## src/rtl/dvrt_pkg.sv

```systemverilog
// shared types and constants of the distance-vector route table
package dvrt_pkg;

  localparam int NODES     = 64;
  localparam int ID_W      = 6;
  localparam int COST_W    = 16;
  localparam int TIME_W    = 32;
  localparam int CFG_W     = 32;
  localparam int CFG_IDX_W = 1;

  localparam logic [COST_W-1:0] COST_INF     = 16'hFFFF;
  localparam logic [COST_W-1:0] COST_SAT     = 16'hFFFE;
  localparam logic [TIME_W-1:0] LIFETIME_RST = 32'd45000;
  localparam logic [ID_W-1:0]   SCAN_LAST    = ID_W'(NODES - 1);

  typedef enum logic [1:0] {
    K_ADV  = 2'd0,
    K_MEAS = 2'd1,
    K_LOOK = 2'd2,
    K_TICK = 2'd3
  } kind_t;

  typedef enum logic [CFG_IDX_W-1:0] {
    CFG_OWN_ID   = 1'b0,
    CFG_LIFETIME = 1'b1
  } cfg_idx_t;

  typedef enum logic [2:0] {
    S_IDLE,
    S_ADV_SUM,
    S_ADV_UPD,
    S_MEAS_UPD,
    S_LOOK,
    S_TICK_SCAN,
    S_TICK_DRAIN,
    S_TICK_END
  } state_t;

  typedef enum logic [1:0] {
    RD_IN_NB,
    RD_IN_DST,
    RD_DST,
    RD_SCAN
  } rd_sel_t;

  typedef struct packed {
    logic [COST_W-1:0] cost;
    logic [ID_W-1:0]   hop;
    logic [TIME_W-1:0] expiry;
  } entry_t;

  typedef struct packed {
    logic    latch;
    rd_sel_t rd_sel;
    logic    sum_en;
    logic    adv_upd;
    logic    meas_upd;
    logic    look_out;
    logic    scan_issue;
    logic    tick_end;
  } dp_cmd_t;

  typedef struct packed {
    logic scan_last;
  } dp_stat_t;

  typedef struct packed {
    logic              announce;
    logic [ID_W-1:0]   dest;
    logic [COST_W-1:0] cost;
    logic [ID_W-1:0]   hop;
    logic              found;
    logic              local_res;
    logic              batch_end;
    logic              last;
  } res_t;

endpackage

```

## src/rtl/dvrt_ctrl.sv

```systemverilog
// sequencing state machine of the route table
module dvrt_ctrl (
  input  logic              clk,
  input  logic              rst_n,
  input  logic              start,
  input  logic [1:0]        in_kind,
  input  dvrt_pkg::dp_stat_t stat,
  output dvrt_pkg::dp_cmd_t  cmd,
  output logic              busy
);
  import dvrt_pkg::*;

  state_t state_r;
  state_t state_nxt;

  always_ff @(posedge clk) begin
    if (!rst_n) begin
      state_r <= S_IDLE;
    end else begin
      state_r <= state_nxt;
    end
  end

  always_comb begin
    state_nxt = state_r;
    case (state_r)
      S_IDLE: begin
        if (start) begin
          case (kind_t'(in_kind))
            K_ADV:   state_nxt = S_ADV_SUM;
            K_MEAS:  state_nxt = S_MEAS_UPD;
            K_LOOK:  state_nxt = S_LOOK;
            K_TICK:  state_nxt = S_TICK_SCAN;
            default: state_nxt = S_IDLE;
          endcase
        end
      end
      S_ADV_SUM:    state_nxt = S_ADV_UPD;
      S_ADV_UPD:    state_nxt = S_IDLE;
      S_MEAS_UPD:   state_nxt = S_IDLE;
      S_LOOK:       state_nxt = S_IDLE;
      S_TICK_SCAN:  state_nxt = stat.scan_last ? S_TICK_DRAIN : S_TICK_SCAN;
      S_TICK_DRAIN: state_nxt = S_TICK_END;
      S_TICK_END:   state_nxt = S_IDLE;
      default:      state_nxt = S_IDLE;
    endcase
  end

  always_comb begin
    cmd        = '0;
    cmd.rd_sel = RD_IN_NB;
    case (state_r)
      S_IDLE: begin
        cmd.latch  = start;
        // lookups read the destination entry first, everything else the neighbor
        cmd.rd_sel = (kind_t'(in_kind) == K_LOOK) ? RD_IN_DST : RD_IN_NB;
      end
      S_ADV_SUM: begin
        cmd.sum_en = 1'b1;
        cmd.rd_sel = RD_DST;
      end
      S_ADV_UPD:  cmd.adv_upd  = 1'b1;
      S_MEAS_UPD: cmd.meas_upd = 1'b1;
      S_LOOK:     cmd.look_out = 1'b1;
      S_TICK_SCAN: begin
        cmd.scan_issue = 1'b1;
        cmd.rd_sel     = RD_SCAN;
      end
      S_TICK_END: cmd.tick_end = 1'b1;
      default: cmd = '0;
    endcase
  end

  assign busy = (state_r != S_IDLE) || !rst_n;

endmodule

```

## src/rtl/dvrt_dp.sv

```systemverilog
// route table memory, valid bits, update arithmetic and result register
module dvrt_dp (
  input  logic                           clk,
  input  logic                           rst_n,
  input  dvrt_pkg::dp_cmd_t              cmd,
  output dvrt_pkg::dp_stat_t             stat,
  input  logic [dvrt_pkg::ID_W-1:0]      in_neighbor_id,
  input  logic [dvrt_pkg::ID_W-1:0]      in_dest_id,
  input  logic [dvrt_pkg::COST_W-1:0]    in_cost,
  input  logic [dvrt_pkg::TIME_W-1:0]    in_now,
  input  logic                           in_end_of_packet,
  input  logic                           cfg_wr_en,
  input  logic [dvrt_pkg::CFG_IDX_W-1:0] cfg_index,
  input  logic [dvrt_pkg::CFG_W-1:0]     cfg_data,
  output logic                           out_valid,
  output dvrt_pkg::res_t                 out_res
);
  import dvrt_pkg::*;

  // configuration
  logic [ID_W-1:0]   own_id_r;
  logic [TIME_W-1:0] lifetime_r;

  // latched transaction
  logic [ID_W-1:0]   nb_r;
  logic [ID_W-1:0]   dst_r;
  logic [COST_W-1:0] cost_r;
  logic [TIME_W-1:0] now_r;
  logic              eop_r;

  // table
  entry_t            mem [NODES];
  entry_t            rdata_r;
  logic [NODES-1:0]  valid_r;
  logic [ID_W-1:0]   rd_addr;
  logic              mem_we;
  logic [ID_W-1:0]   wr_addr;
  entry_t            wr_data;
  logic              v_set;
  logic              v_clr;
  logic [ID_W-1:0]   v_addr;

  // arithmetic
  logic [COST_W-1:0] sum_r;
  logic [COST_W:0]   sum_wide;
  logic [COST_W-1:0] sum_nxt;
  logic [COST_W-1:0] rtt;
  logic [TIME_W-1:0] exp_new;
  logic              known;
  logic              dst_valid;

  // expiry scan
  logic [ID_W-1:0]   scan_r;
  logic              chk_v_r;
  logic [ID_W-1:0]   chk_idx_r;
  logic              pend_v_r;
  logic [ID_W-1:0]   pend_idx_r;
  logic              exp_hit;

  // result
  logic              emit;
  res_t              res;
  logic              out_valid_r;
  res_t              out_res_r;

  always_ff @(posedge clk) begin
    if (!rst_n) begin
      own_id_r   <= '0;
      lifetime_r <= LIFETIME_RST;
    end else if (cfg_wr_en) begin
      case (cfg_idx_t'(cfg_index))
        CFG_OWN_ID:   own_id_r   <= cfg_data[ID_W-1:0];
        CFG_LIFETIME: lifetime_r <= cfg_data[TIME_W-1:0];
        default:      own_id_r   <= own_id_r;
      endcase
    end
  end

  always_ff @(posedge clk) begin
    if (cmd.latch) begin
      nb_r   <= in_neighbor_id;
      dst_r  <= in_dest_id;
      cost_r <= in_cost;
      now_r  <= in_now;
      eop_r  <= in_end_of_packet;
    end
  end

  always_comb begin
    case (cmd.rd_sel)
      RD_IN_NB:  rd_addr = in_neighbor_id;
      RD_IN_DST: rd_addr = in_dest_id;
      RD_DST:    rd_addr = dst_r;
      RD_SCAN:   rd_addr = scan_r;
      default:   rd_addr = in_neighbor_id;
    endcase
  end

  always_ff @(posedge clk) begin
    if (mem_we) begin
      mem[wr_addr] <= wr_data;
    end
    rdata_r <= mem[rd_addr];
  end

  always_ff @(posedge clk) begin
    if (!rst_n) begin
      valid_r <= '0;
    end else if (v_set) begin
      valid_r[v_addr] <= 1'b1;
    end else if (v_clr) begin
      valid_r[v_addr] <= 1'b0;
    end
  end

  // neighbor cost plus advertised cost, saturating below infinity
  assign sum_wide = {1'b0, rdata_r.cost} + {1'b0, cost_r};
  assign sum_nxt  = (sum_wide > {1'b0, COST_SAT}) ? COST_SAT : sum_wide[COST_W-1:0];

  always_ff @(posedge clk) begin
    if (cmd.sum_en) begin
      sum_r <= sum_nxt;
    end
  end

  assign rtt       = (cost_r > COST_SAT) ? COST_SAT : cost_r;
  assign exp_new   = now_r + lifetime_r;
  assign known     = valid_r[nb_r];
  assign dst_valid = valid_r[dst_r];

  always_comb begin
    emit    = 1'b0;
    res     = '0;
    mem_we  = 1'b0;
    wr_addr = dst_r;
    wr_data = rdata_r;
    v_set   = 1'b0;
    v_clr   = 1'b0;
    v_addr  = dst_r;
    exp_hit = 1'b0;

    if (cmd.adv_upd) begin
      emit          = 1'b1;
      res.last      = 1'b1;
      res.batch_end = eop_r;
      res.found     = known;
      if (known && (dst_r != own_id_r)) begin
        if (!dst_valid) begin
          if (cost_r != COST_INF) begin
            mem_we       = 1'b1;
            wr_data      = '{cost: sum_r, hop: nb_r, expiry: exp_new};
            v_set        = 1'b1;
            res.announce = 1'b1;
            res.dest     = dst_r;
            res.cost     = sum_r;
            res.hop      = nb_r;
          end
        end else if (cost_r == COST_INF) begin
          // withdrawal only counts when it comes from the current hop
          if (rdata_r.hop == nb_r) begin
            v_clr        = 1'b1;
            res.announce = 1'b1;
            res.dest     = dst_r;
            res.cost     = COST_INF;
            res.hop      = rdata_r.hop;
          end
        end else begin
          mem_we         = 1'b1;
          wr_data.expiry = exp_new;
          if (rdata_r.hop == nb_r) begin
            if (rdata_r.cost != sum_r) begin
              wr_data.cost = sum_r;
              res.announce = 1'b1;
              res.dest     = dst_r;
              res.cost     = sum_r;
              res.hop      = nb_r;
            end
          end else if (rdata_r.cost > sum_r) begin
            wr_data.cost = sum_r;
            wr_data.hop  = nb_r;
            res.announce = 1'b1;
            res.dest     = dst_r;
            res.cost     = sum_r;
            res.hop      = nb_r;
          end
        end
      end
    end else if (cmd.meas_upd) begin
      emit          = 1'b1;
      res.last      = 1'b1;
      res.batch_end = 1'b1;
      res.found     = known;
      wr_addr       = nb_r;
      v_addr        = nb_r;
      if (!known) begin
        mem_we       = 1'b1;
        wr_data      = '{cost: rtt, hop: nb_r, expiry: exp_new};
        v_set        = 1'b1;
        res.announce = 1'b1;
        res.dest     = nb_r;
        res.cost     = rtt;
        res.hop      = nb_r;
      end else begin
        mem_we         = 1'b1;
        wr_data.expiry = exp_new;
        if (rdata_r.hop == nb_r) begin
          if (rdata_r.cost != rtt) begin
            wr_data.cost = rtt;
            res.announce = 1'b1;
            res.dest     = nb_r;
            res.cost     = rtt;
            res.hop      = nb_r;
          end
        end else if (rdata_r.cost > rtt) begin
          wr_data.cost = rtt;
          wr_data.hop  = nb_r;
          res.announce = 1'b1;
          res.dest     = nb_r;
          res.cost     = rtt;
          res.hop      = nb_r;
        end
      end
    end else if (cmd.look_out) begin
      emit     = 1'b1;
      res.last = 1'b1;
      res.dest = dst_r;
      if (dst_r == own_id_r) begin
        res.local_res = 1'b1;
      end else if (dst_valid) begin
        res.found = 1'b1;
        res.cost  = rdata_r.cost;
        res.hop   = rdata_r.hop;
      end else begin
        res.cost = COST_INF;
      end
    end else if (cmd.tick_end) begin
      emit          = 1'b1;
      res.last      = 1'b1;
      res.batch_end = 1'b1;
      if (pend_v_r) begin
        res.announce = 1'b1;
        res.dest     = pend_idx_r;
        res.cost     = COST_INF;
        res.hop      = pend_idx_r;
      end
    end else if (chk_v_r && valid_r[chk_idx_r] && (rdata_r.expiry < now_r)) begin
      // one expired entry is held back so the final one can carry last
      exp_hit = 1'b1;
      v_clr   = 1'b1;
      v_addr  = chk_idx_r;
      if (pend_v_r) begin
        emit         = 1'b1;
        res.announce = 1'b1;
        res.dest     = pend_idx_r;
        res.cost     = COST_INF;
        res.hop      = pend_idx_r;
      end
    end
  end

  always_ff @(posedge clk) begin
    if (!rst_n) begin
      scan_r   <= '0;
      chk_v_r  <= 1'b0;
      pend_v_r <= 1'b0;
    end else begin
      chk_v_r <= cmd.scan_issue;
      if (cmd.scan_issue) begin
        scan_r <= scan_r + 1'b1;
      end
      if (exp_hit) begin
        pend_v_r <= 1'b1;
      end else if (cmd.tick_end) begin
        pend_v_r <= 1'b0;
      end
    end
  end

  always_ff @(posedge clk) begin
    if (cmd.scan_issue) begin
      chk_idx_r <= scan_r;
    end
    if (exp_hit) begin
      pend_idx_r <= chk_idx_r;
    end
  end

  assign stat.scan_last = (scan_r == SCAN_LAST);

  always_ff @(posedge clk) begin
    if (!rst_n) begin
      out_valid_r <= 1'b0;
    end else begin
      out_valid_r <= emit;
    end
  end

  always_ff @(posedge clk) begin
    if (emit) begin
      out_res_r <= res;
    end
  end

  assign out_valid = out_valid_r;
  assign out_res   = out_res_r;

endmodule

```

## src/rtl/distance_vector_route_table.sv

```systemverilog
// Distance-vector route table: an accepted lookup or neighbor measurement is handled in S_LOOK or
// S_MEAS_UPD, an advertised entry in S_ADV_SUM and then S_ADV_UPD; the result is registered. Busy
// stays high until the block is back in S_IDLE, and a new transaction is only taken in S_IDLE.
// An expiry tick walks all 64 entries through the single read port of the table memory, one
// entry per cycle, then S_TICK_DRAIN and S_TICK_END; announcements stream out as expired routes
// are found. Synchronous reset invalidates every route at once (per-entry valid flops), own_id
// to 0, entry_lifetime to 45000; no clearing pass. Results cannot be stalled by the receiver.
module distance_vector_route_table (
  input  logic                           clk,
  input  logic                           rst_n,
  input  logic                           start,
  output logic                           busy,
  input  logic [1:0]                     in_kind,
  input  logic [dvrt_pkg::ID_W-1:0]      in_neighbor_id,
  input  logic [dvrt_pkg::ID_W-1:0]      in_dest_id,
  input  logic [dvrt_pkg::COST_W-1:0]    in_cost,
  input  logic [dvrt_pkg::TIME_W-1:0]    in_now,
  input  logic                           in_end_of_packet,
  output logic                           out_valid,
  output logic                           out_announce,
  output logic [dvrt_pkg::ID_W-1:0]      out_route_dest,
  output logic [dvrt_pkg::COST_W-1:0]    out_route_cost,
  output logic [dvrt_pkg::ID_W-1:0]      out_route_hop,
  output logic                           out_found,
  output logic                           out_local_res,
  output logic                           out_batch_end,
  output logic                           out_last,
  input  logic                           cfg_wr_en,
  input  logic [dvrt_pkg::CFG_IDX_W-1:0] cfg_index,
  input  logic [dvrt_pkg::CFG_W-1:0]     cfg_data
);
  import dvrt_pkg::*;

  dp_cmd_t  cmd;
  dp_stat_t stat;
  res_t     res;

  dvrt_ctrl u_ctrl (
    .clk     (clk),
    .rst_n   (rst_n),
    .start   (start),
    .in_kind (in_kind),
    .stat    (stat),
    .cmd     (cmd),
    .busy    (busy)
  );

  dvrt_dp u_dp (
    .clk              (clk),
    .rst_n            (rst_n),
    .cmd              (cmd),
    .stat             (stat),
    .in_neighbor_id   (in_neighbor_id),
    .in_dest_id       (in_dest_id),
    .in_cost          (in_cost),
    .in_now           (in_now),
    .in_end_of_packet (in_end_of_packet),
    .cfg_wr_en        (cfg_wr_en),
    .cfg_index        (cfg_index),
    .cfg_data         (cfg_data),
    .out_valid        (out_valid),
    .out_res          (res)
  );

  assign out_announce   = res.announce;
  assign out_route_dest = res.dest;
  assign out_route_cost = res.cost;
  assign out_route_hop  = res.hop;
  assign out_found      = res.found;
  assign out_local_res  = res.local_res;
  assign out_batch_end  = res.batch_end;
  assign out_last       = res.last;

endmodule

```

## config.mk

```make
export PLATFORM = sky130hd
export DESIGN_NAME = distance_vector_route_table
export DESIGN_NICKNAME = d
export VERILOG_FILES = /design/src/rtl/dvrt_pkg.sv /design/src/rtl/dvrt_ctrl.sv /design/src/rtl/dvrt_dp.sv /design/src/rtl/distance_vector_route_table.sv
export SDC_FILE = /design/constraint.sdc
export NUM_CORES = 2
export LEC_CHECK = 0
export ABC_AREA = 1
export BUFFER_PORTS_ARGS = -buffer_cell sky130_fd_sc_hd__buf_2
export CAP_MARGIN = 15
export CORE_ASPECT_RATIO = 0.9
export CORE_MARGIN = 3
export CORE_UTILIZATION = 55
export DETAILED_ROUTE_END_ITERATION = 7
export PLACE_DENSITY = 0.71
export SYNTH_ARGS = -nofsm -noshare
export SYNTH_HDL_FRONTEND = slang
export SYNTH_HIERARCHICAL = 1
export SYNTH_SLANG_ARGS = --single-unit
export TNS_END_PERCENT = 20
```

## constraint.sdc

```tcl
create_clock -name clk -period 15.4 [get_ports clk]
set_input_delay 0.77 -clock clk [delete_from_list [all_inputs] [get_ports clk]]
set_output_delay 0.77 -clock clk [all_outputs]
set_load 0.005 [all_outputs]
```

==> metrics.md <==
| Metric | Value |
|---|---|
| Synth Area per Inst | 12.6 um^2 |
| Beginning of the worst register-to-register path | u_dp/dst_r[0]$_DFFE_PP_ |
| Main combinational cell family by area after synthesis | compound AO/OA/AOI/OAI gates |
| Largest cells by area after synthesis | edfxtp_1 (70%), nor2_1 (6.5%), o21ai_0 (4.7%) |
| Drt first pass iters | 7 |
| Worst vdd ir | 0.000139 V |
| Synth top area share | 69.7% |
| Total CTS buffers | 372 |
| # rows | 183 |
| Number of port buffers | 134 |
| Final WL | 486 mm |
| CTS Hold Buffers Added | 2 |
| Cell variety after synth | 63 |
| Worst Clk Skew | 69.0 ps |
| Final Power | 29.1 mW |
| WP data arrival | 7890 ps |
| Unrepaired setup endpoints after global routing | false |
| Setup repair bufs after CTS | 0 |
| Final ANT Viol Nets | 0 |
| Worst Path Max Fanout | 228 |
| Layout cells sized above 1 | 11.0% |
| Final setup fails | 0 |
| Slew headroom | 13.2% |
| Post-Syn Instances | 12200 |
| Final nets | 12400 |
| DR top layer | met5 |
| TritonCTS clock tree | built |
| Post-route insts no fill | 16200 |
| Clock period minus worst slack | 7020 ps |
| Placeable core area | 278000 um^2 |
| Synthesized Nets | 12400 |
| Vias post-DR | 109000 |
| Status | completed |
| DRT iter0 DRCs | 19500 |
| Asr flop ratio synth | 0% |
| MaxCap Viol Count | 0 |
| DRC Markers | 0 |
| Post-DP HPWL | 254 mm |
| Clock latency on the worst-skew pair | 930 ps |
| H-tree Lvls | 5 |
| Met3 wire len | 73.7 mm |
| Root buffer cell | clkbuf_16 |
| Hold Crit Class | in -> reg |
| Register area share after synthesis | 71.8% |
| Final setup TNS | 0 ps |
| Maximum clock frequency | 142 MHz |
| Resized Gates After CTS | 0 |
| Pleak | 55.8 nW |
| Crit end category | register |
| M1 WL | 177 mm |
| Ports | 135 |
| Slew Limit Fails | 0 |
| Worst-Margin Slew | 1300 ps |
| Mapped Area | 154000 um^2 |
| Placed instance count | 15500 |
| Crit path launch | u_dp/dst_r[0]$_DFFE_PP_ |
| Routed wl met2 | 212 mm |
| Die Area | 287000 um^2 |
| Mean number of vias per cell | 6.72 |
| Flops & latches, synth | 3746 |
| Post-Synth Simple-Gate Area | 11.3% |
| Fin crit share | 45.6% |
| Most instantiated cells after synthesis | edfxtp_1 (3578), nor2_1 (2690), o21ai_0 (1452), nand2_1 (664), o32ai_1 (640) |
| XOR/XNOR Fraction of Synth Area | 0.193% |
| First-pass GRT wire length | 693 mm |
| Critical path class | reg -> reg |
| Multiplexer share of the synthesized area | 0% |
| Die Y-Extent | 508 um |
| Vias in the first global route | 100000 |
| GRT Util Overall | 33.1% |
| Synth Area in Compound Gates | 12.7% |
| Max Root-Sink Buffers | 4 |
| Primary FF master, synth | edfxtp_1 |
| Worst-path clk slew | 70 ps |
| Startpoint types | register |
| Sink Count | 3746 |
| Cell Pwr Density | 170 nW/um^2 |
| Post-synthesis adder-cell area fraction | 0.926% |
| DR WL/cell | 30.1 um |
| Yosys warns | 6 |
| Hold Startpoint | in_cost[10] |
| Die Span X | 564 um |
| Routability cong. | 0.953 |
| Synth area leader | edfxtp_1 |
| Grt total ovfl | 0 |
| Starting Density | 55.5% |
| Hold Vio Cnt, Final | 0 |
| Largest net degree at the start of global routing | 245 |
| Initial antenna violation count | 17 |
| Most common cell in the netlist | edfxtp_1 |
| P&R area growth vs syn | 10.9% |
| Worst EP required | 16260 ps |
| Post-synth EDFFs | 3578 |
==> cell type report <==
cell class              instances  area [um^2]
flip-flops and latches       3746       111000
fillers                     20400       107000
multi-input cells            7344        39600
clock buffers                 479        10000
well taps                    3700         4630
repair buffers                409         2980
clock inverters               201         1790
inverters                     273         1080
diodes                         15         37.5
==> registers in the layout, indices dropped and copies added, names as in the netlist, 16 cells and up, named ones only <==
signal	count
u_dp/mem	3456
u_dp/rdata_r	54
u_dp/out_res	33
u_dp/lifetime_r	32
u_dp/now_r	32
u_dp/cost_r	16
u_dp/sum_r	16
==> power breakdown <==
group	internal [mW]	leakage [nW]	total, mW	switching [mW]
combinational	1.68	16.4	7.00	5.32
sequential	12.9	33.6	13.3	0.385
clock	4.99	5.79	8.85	3.85
total	19.6	55.8	29.1	9.56
==> cells in the final DEF (no fill, tap or decap), types with 21 or more instances in the layout <==
master        n
edfxtp_1   3578
nor2_1     2623
o21ai_0    1444
nand2_1     663
o32ai_1     640
nand3_1     500
clkbuf_16   376
o221ai_1    308
o211ai_1    266
buf_4       255
inv_1       243
or2_2       218
a21oi_1     187
dfxtp_1     168
buf_2       133
ha_1        111
clkbuf_1     79
clkinv_2     78
nor2_4       74
clkinv_1     62
clkbuf_8     24
o2111ai_1    23
bufinv_16    22
o21ai_1      21
a21oi_4      21
==> logic make-up after synthesis <==
logic type	count (synthesis)
fa+ha+maj	113
compound gates	3001
buf+inv	1138
simple gates	4196
flops	3746
xor+xnor	34
==> through the flow <==
step                      hold slack (ps)  setup WS [ps]  utilization, %  instance area, um^2
after floorplan                       421          10130               -               154000
after global placement                446           8490            57.2               159000
after detailed placement              442           8490            57.3               159000
after CTS                           0.380           8580            61.5               171000
after global routing                 22.8           8050            61.6               171000
final                                50.0           8380            61.6               171000
==> path summary, 6_finish.rpt <==
path | end | slack, ps | cells past startpoint
hold reg to reg | u_dp/chk_idx_r[2]$_DFFE_PP_ | 460 | 0
setup reg to reg | u_dp/rdata_r[47]$_DFF_P_ | 8380 | 13
setup / recovery | u_dp/rdata_r[47]$_DFF_P_ | 8380 | 13
hold / removal | u_dp/cost_r[10]$_DFFE_PP_ | 50 | 1
==> worst max-delay path, stage by stage (launching register included) <==
cell and delay (ps):
edfxtp_1 920, inv_2 590, o211ai_1 540, nand2_8 480, inv_16 650, buf_4 900, buf_4 790, buf_4 690
nor2_1 100, o32ai_1 340, o21ai_0 130, o221ai_1 270, nand3_1 100, nand2_1 110
==> layer usage <==
| layer | vias to the layer above | global-route usage (%) |
|---|---|---|
| met3 | 1495 | 8.85 |
| li1 | 45600 | - |
| met2 | 8413 | 48.5 |
| met1 | 53100 | 46.8 |
| met4 | 6 | 14.3 |
| met5 | - | 0 |
Power figures use the tool's default switching activity.
